## config.mk

```make
export PLATFORM = sky130hd
export DESIGN_NAME = wmrc_fifo
export DESIGN_NICKNAME = d
export VERILOG_FILES = /design/src/design/wmrc_pkg.sv /design/src/design/wmrc_fifo.sv
export SDC_FILE = /design/constraint.sdc
export NUM_CORES = 1
export LEC_CHECK = 0
export ABC_AREA = 1
export BUFFER_PORTS_ARGS = -buffer_cell sky130_fd_sc_hd__buf_2
export CELL_PAD_IN_SITES_DETAIL_PLACEMENT = 1
export CELL_PAD_IN_SITES_GLOBAL_PLACEMENT = 1
export CORE_ASPECT_RATIO = 1.5
export CORE_MARGIN = 4
export CORE_UTILIZATION = 45
export CTS_BUF_LIST = sky130_fd_sc_hd__clkbuf_4
export CTS_CLUSTER_DIAMETER = 200
export DETAILED_ROUTE_END_ITERATION = 16
export GPL_ROUTABILITY_DRIVEN = 1
export GPL_TIMING_DRIVEN = 0
export PLACE_DENSITY = 0.85
export SYNTH_ARGS = -nofsm -noshare
export SYNTH_HDL_FRONTEND = slang
export SYNTH_SLANG_ARGS = --single-unit
```

## constraint.sdc

```tcl
create_clock -name clock -period 6.1 [get_ports clock]
set_input_delay 0.61 -clock clock [delete_from_list [all_inputs] [get_ports clock]]
set_output_delay 0.61 -clock clock [all_outputs]
set_load 0.01 [all_outputs]
```

## src/design/wmrc_pkg.sv

```systemverilog
`default_nettype none

package wmrc_pkg;

   // Sample and counter sizing
   localparam int SAMPLE_BITS = 16;
   localparam int COUNT_BITS  = 16;

   // Field widths
   localparam int SAMPLE_W  = 16;
   localparam int CFG_LEN_W = 16;
   localparam int OUT_W     = 24;
   localparam int CSR_W     = 16;
   localparam int CSR_IDX_W = 1;

   // Datapath widths
   localparam int SUM_W     = 32;
   localparam int FRAC_BITS = 16;
   localparam int NUM_W     = SUM_W + FRAC_BITS + 1;
   localparam int RES_W     = OUT_W + 1;
   localparam int STEP_W    = $clog2(NUM_W);
   localparam int LEN_W     = (COUNT_BITS > CFG_LEN_W) ? COUNT_BITS : CFG_LEN_W;

   localparam logic [COUNT_BITS-1:0] CNT_MAX     = '1;
   localparam logic [SUM_W-1:0]      SAMPLE_MASK = (SUM_W'(1) << SAMPLE_BITS) - SUM_W'(1);

   // Fixed-point constants (Q8.16)
   localparam logic signed [RES_W-1:0] Q_ONE   = RES_W'(65536);
   localparam logic signed [RES_W-1:0] OUT_MAX = RES_W'(8388607);
   localparam logic [NUM_W-1:0]        Q_CLAMP = NUM_W'(8454144);

   // Reset value of the window-length control register
   localparam logic [CFG_LEN_W-1:0] WINDOW_RESET = CFG_LEN_W'(256);

   // Window queue
   localparam int FIFO_DEPTH = 2;
   localparam int PTR_W      = $clog2(FIFO_DEPTH);
   localparam int FCNT_W     = $clog2(FIFO_DEPTH + 1);

   typedef enum logic [CSR_IDX_W-1:0] {
      CSR_WINDOW_SAMPLES = 1'b0,
      CSR_CAP_ENABLE     = 1'b1
   } csr_index_type;

   typedef struct packed {
      logic [SUM_W-1:0] cur;
      logic [SUM_W-1:0] prev;
   } win_pair_type;

   typedef struct packed {
      logic empty;
      logic full;
   } fifo_stat_type;

   typedef enum logic [1:0] {
      BK_IDLE,
      BK_DIV,
      BK_DONE
   } back_state_type;

endpackage

`default_nettype wire

```

## src/design/wmrc_fifo.sv

```systemverilog
`default_nettype none

module wmrc_fifo
   import wmrc_pkg::*;
(
   input  wire logic          clock,
   input  wire logic          reset,
   input  wire logic          push,
   input  wire win_pair_type  push_data,
   input  wire logic          pop,
   output win_pair_type       pop_data,
   output fifo_stat_type      stat
);

   win_pair_type      mem_ff [FIFO_DEPTH];
   logic [PTR_W-1:0]  wr_ptr_ff, wr_ptr_in;
   logic [PTR_W-1:0]  rd_ptr_ff, rd_ptr_in;
   logic [FCNT_W-1:0] cnt_ff, cnt_in;
   logic              do_push, do_pop;

   // Qualify requests against occupancy
   always_comb begin
      do_push   = push && (cnt_ff != FCNT_W'(FIFO_DEPTH));
      do_pop    = pop && (cnt_ff != '0);
      wr_ptr_in = wr_ptr_ff;
      rd_ptr_in = rd_ptr_ff;
      cnt_in    = cnt_ff;
      if (do_push) begin
         wr_ptr_in = (wr_ptr_ff == PTR_W'(FIFO_DEPTH - 1)) ? '0 : wr_ptr_ff + 1'b1;
      end
      if (do_pop) begin
         rd_ptr_in = (rd_ptr_ff == PTR_W'(FIFO_DEPTH - 1)) ? '0 : rd_ptr_ff + 1'b1;
      end
      if (do_push && !do_pop) begin
         cnt_in = cnt_ff + 1'b1;
      end else if (do_pop && !do_push) begin
         cnt_in = cnt_ff - 1'b1;
      end
   end

   // Advance pointers and count
   always_ff @(posedge clock) begin
      if (reset) begin
         wr_ptr_ff <= '0;
         rd_ptr_ff <= '0;
         cnt_ff    <= '0;
      end else begin
         wr_ptr_ff <= wr_ptr_in;
         rd_ptr_ff <= rd_ptr_in;
         cnt_ff    <= cnt_in;
      end
   end

   // Store window pairs
   always_ff @(posedge clock) begin
      if (do_push) begin
         mem_ff[wr_ptr_ff] <= push_data;
      end
   end

   assign pop_data   = mem_ff[rd_ptr_ff];
   assign stat.empty = (cnt_ff == '0);
   assign stat.full  = (cnt_ff == FCNT_W'(FIFO_DEPTH));

endmodule

`default_nettype wire

```

==> impl_metrics.yaml <==
setup_path:
  crit_buf_inv: 3
  critPathKind: "reg -> out"
  slowest_stage: "dfxtp_1"
  crit_chain: "buf_6, buf_12, mux2_4, buf_2"
  worst_setup_path_start_kind: "flip-flop"
  cpPeakStageDelay_ps: 340
  crit_family: "buffers and inverters"
  required_ps: 5490
  end_kind: "output pin"
  cp_max_fo: 10
  worstPathArrival_ps: 1680
floorplanning:
  die_area_um2: 13300
  die_h_um: 139.2
  initial_core_util_pct: 46.49
  core_um2: 11110
  fp.dieW_um: 95.50
  rows: 47
  pin_count: 134
yosys:
  synth_nets: 305
  synthesis.area_um2: 5167
  syn_area_per_cell_um2: 21.90
  synthCells: 236
  synth_area_leaders: "edfxtp_1, mux2_4, buf_12"
  yosysWarnings: 0
  seq_area_frac_synth_pct: 76.32
  synth_cell_types: 17
  synth_top_area_share_pct: 74.38
  postSynthRegisterBits: 133
  yosys.area.top_type: "edfxtp_1"
cells_and_area:
  seqCellArea_um2: 3944
  nNetsFinal: 461
  area_growth_pct: 24.75
  drive_above_1_share_pct: 59.26
  nFillCells: 1026
  multiInputGateArea_um2: 1074
  final_common_cell: "buf_2"
  final_cell_mix: "buf_2, edfxtp_1, mux2_4, clkbuf_4, inv_1"
pwr:
  power_density_nw_per_um2: 395.1
  vdd_drop_max_v: 0.0002586
  leakagePower_nw: 2.553
  p_total_w: 0.002547
timing:
  max_freq_ghz: 0.4367
  maxSlewHeadroom_pct: 62.26
  tightestPinTransition_ps: 564.8
  fin_crit_sh_pct: 37.54
  holdWs_ps: 287.8
  finalSetupViolCount: 0
  clock_skew_ps: 8.135
  maxSlewViolCount: 0
  layout_min_cycle_time_ps: 2290
  rsz0062_at_grt: "false"
  tns_ps: 0
  final_hold_viol_count: 0
placed_design:
  dpl.hpwl_um: 7323
  finalWeightedCongestion: 0.6769
  io_buffers: 133
global_routing:
  gr-total-overflow: 0
  grt_usage_pct: 15.59
  antenna_found_initial: 2
  grt_pass1_vias: 2935
  grt_pass1_wl_um: 15250
  grt_max_degree: 28
clock_tree:
  cts-resized-gates: 0
  postCtsHoldBufs: 0
  h-tree-depth: 4
  cts.sinks: 133
  post_cts_buffers: 0
  cts_tree: "yes"
  root_buffer: "clkbuf_4"
  cts_made_buffers: 17
  clkTransAtPathRegs_ps: 120
  clk_latency_ps: 500
  cts_buffer_depth: 2
detailed_routing:
  vias: 2609
  vias_per_cell: 4.709
  wirelength_um: 9823
  drt_iter0_drc: 90
  first_pass_iters: 4
  drc_errors: 0
  wl_per_cell_um: 17.73
  antenna_left: 0
flow_run:
  maxCapViolCount: 0
run_status:
  status: "completed"
worst_hold_path:
  hp-class: "in -> reg"
-- per-layer routing --
| layer | vias to the layer above | share of wire [%] | GRT usage (%) |
|---|---|---|---|
| met5 | - | 0.13 | 0 |
| met4 | 2 | 2.1 | 6.372 |
| met3 | 14 | 5.4 | 5.184 |
| met2 | 82 | 58 | 28.53 |
| met1 | 1280 | 34 | 15.73 |
| li1 | 1231 | - | - |
-- final timing paths --
path	from	end	slack, ps	depth (start not counted)
hold reg to reg	wr_ptr_ff	wr_ptr_ff	550	2
setup reg to reg	cnt_ff[0]	mem_ff[1][38]	4230	4
setup / recovery	flip-flop	pop_data[2]	3810	4
hold / removal	push_data[20]	mem_ff[1][20]	290	1
-- per-stage QoR --
| step | utilization (%) | cell area, µm² | setup slack [ps] | instances |
|---|---|---|---|---|
| after floorplan | - | 5167 | 2260 | 236 |
| after global placement | 54.14 | 6017 | 792.9 | 516 |
| after detailed placement | 55.13 | 6127 | 3969 | 520 |
| after CTS | 57.95 | 6441 | 3753 | 552 |
| after global routing | 57.98 | 6444 | 3696 | 553 |
| final | 58.00 | 6446 | 3810 | 554 |
-- Yosys cell counts --
library cell,count
dfxtp_1,5
ha_1,1
nand4_1,1
nor2_1,9
buf_6,1
nand2_1,4
mux2_4,60
o21ai_2,1
nand3_1,1
buf_12,6
mux2_2,4
edfxtp_1,128
o21ai_0,3
o21ai_1,1
and2_1,1
inv_1,9
a21oi_1,1
-- sequential cells by signal (all words and copies together), names as in the netlist, named ones only --
register / count
cnt_ff: 2
rd_ptr_ff: 1
wr_ptr_ff: 1
mem_ff: 128
-- kinds of logic (layout without fill, tap and decap cells) --
group	count (synthesis)	in the layout	synth area share, %
AO/OA/AOI/OAI	6	6	0.6535
AND/OR/NAND/NOR	16	16	1.283
other	0	2	0
adder cells (fa/ha/maj)	1	1	0.2421
buffers and inverters	16	185	3.196
multiplexers	64	64	18.30
flip-flops	133	133	76.32
-- final cells by class --
type / instances / area share [%]
Clock inverter: 15 / 2.892
Sequential cell: 133 / 61.18
Timing Repair Buffer: 137 / 11.80
Inverter: 9 / 0.5241
Tap cell: 147 / 2.853
Multi-Input combinational cell: 87 / 16.65
Clock buffer: 17 / 1.980
Antenna cell: 2 / 0.07764
Buffer: 7 / 2.038
-- where the power goes --
part	internal (W)	total, W	switching, W	leakage, nW
combinational	0.000376	0.000724	0.000348	1.16
clock	0.000321	0.000631	0.000310	0.160
sequential	0.00115	0.00119	0.0000401	1.24
Power figures use the tool's default switching activity.
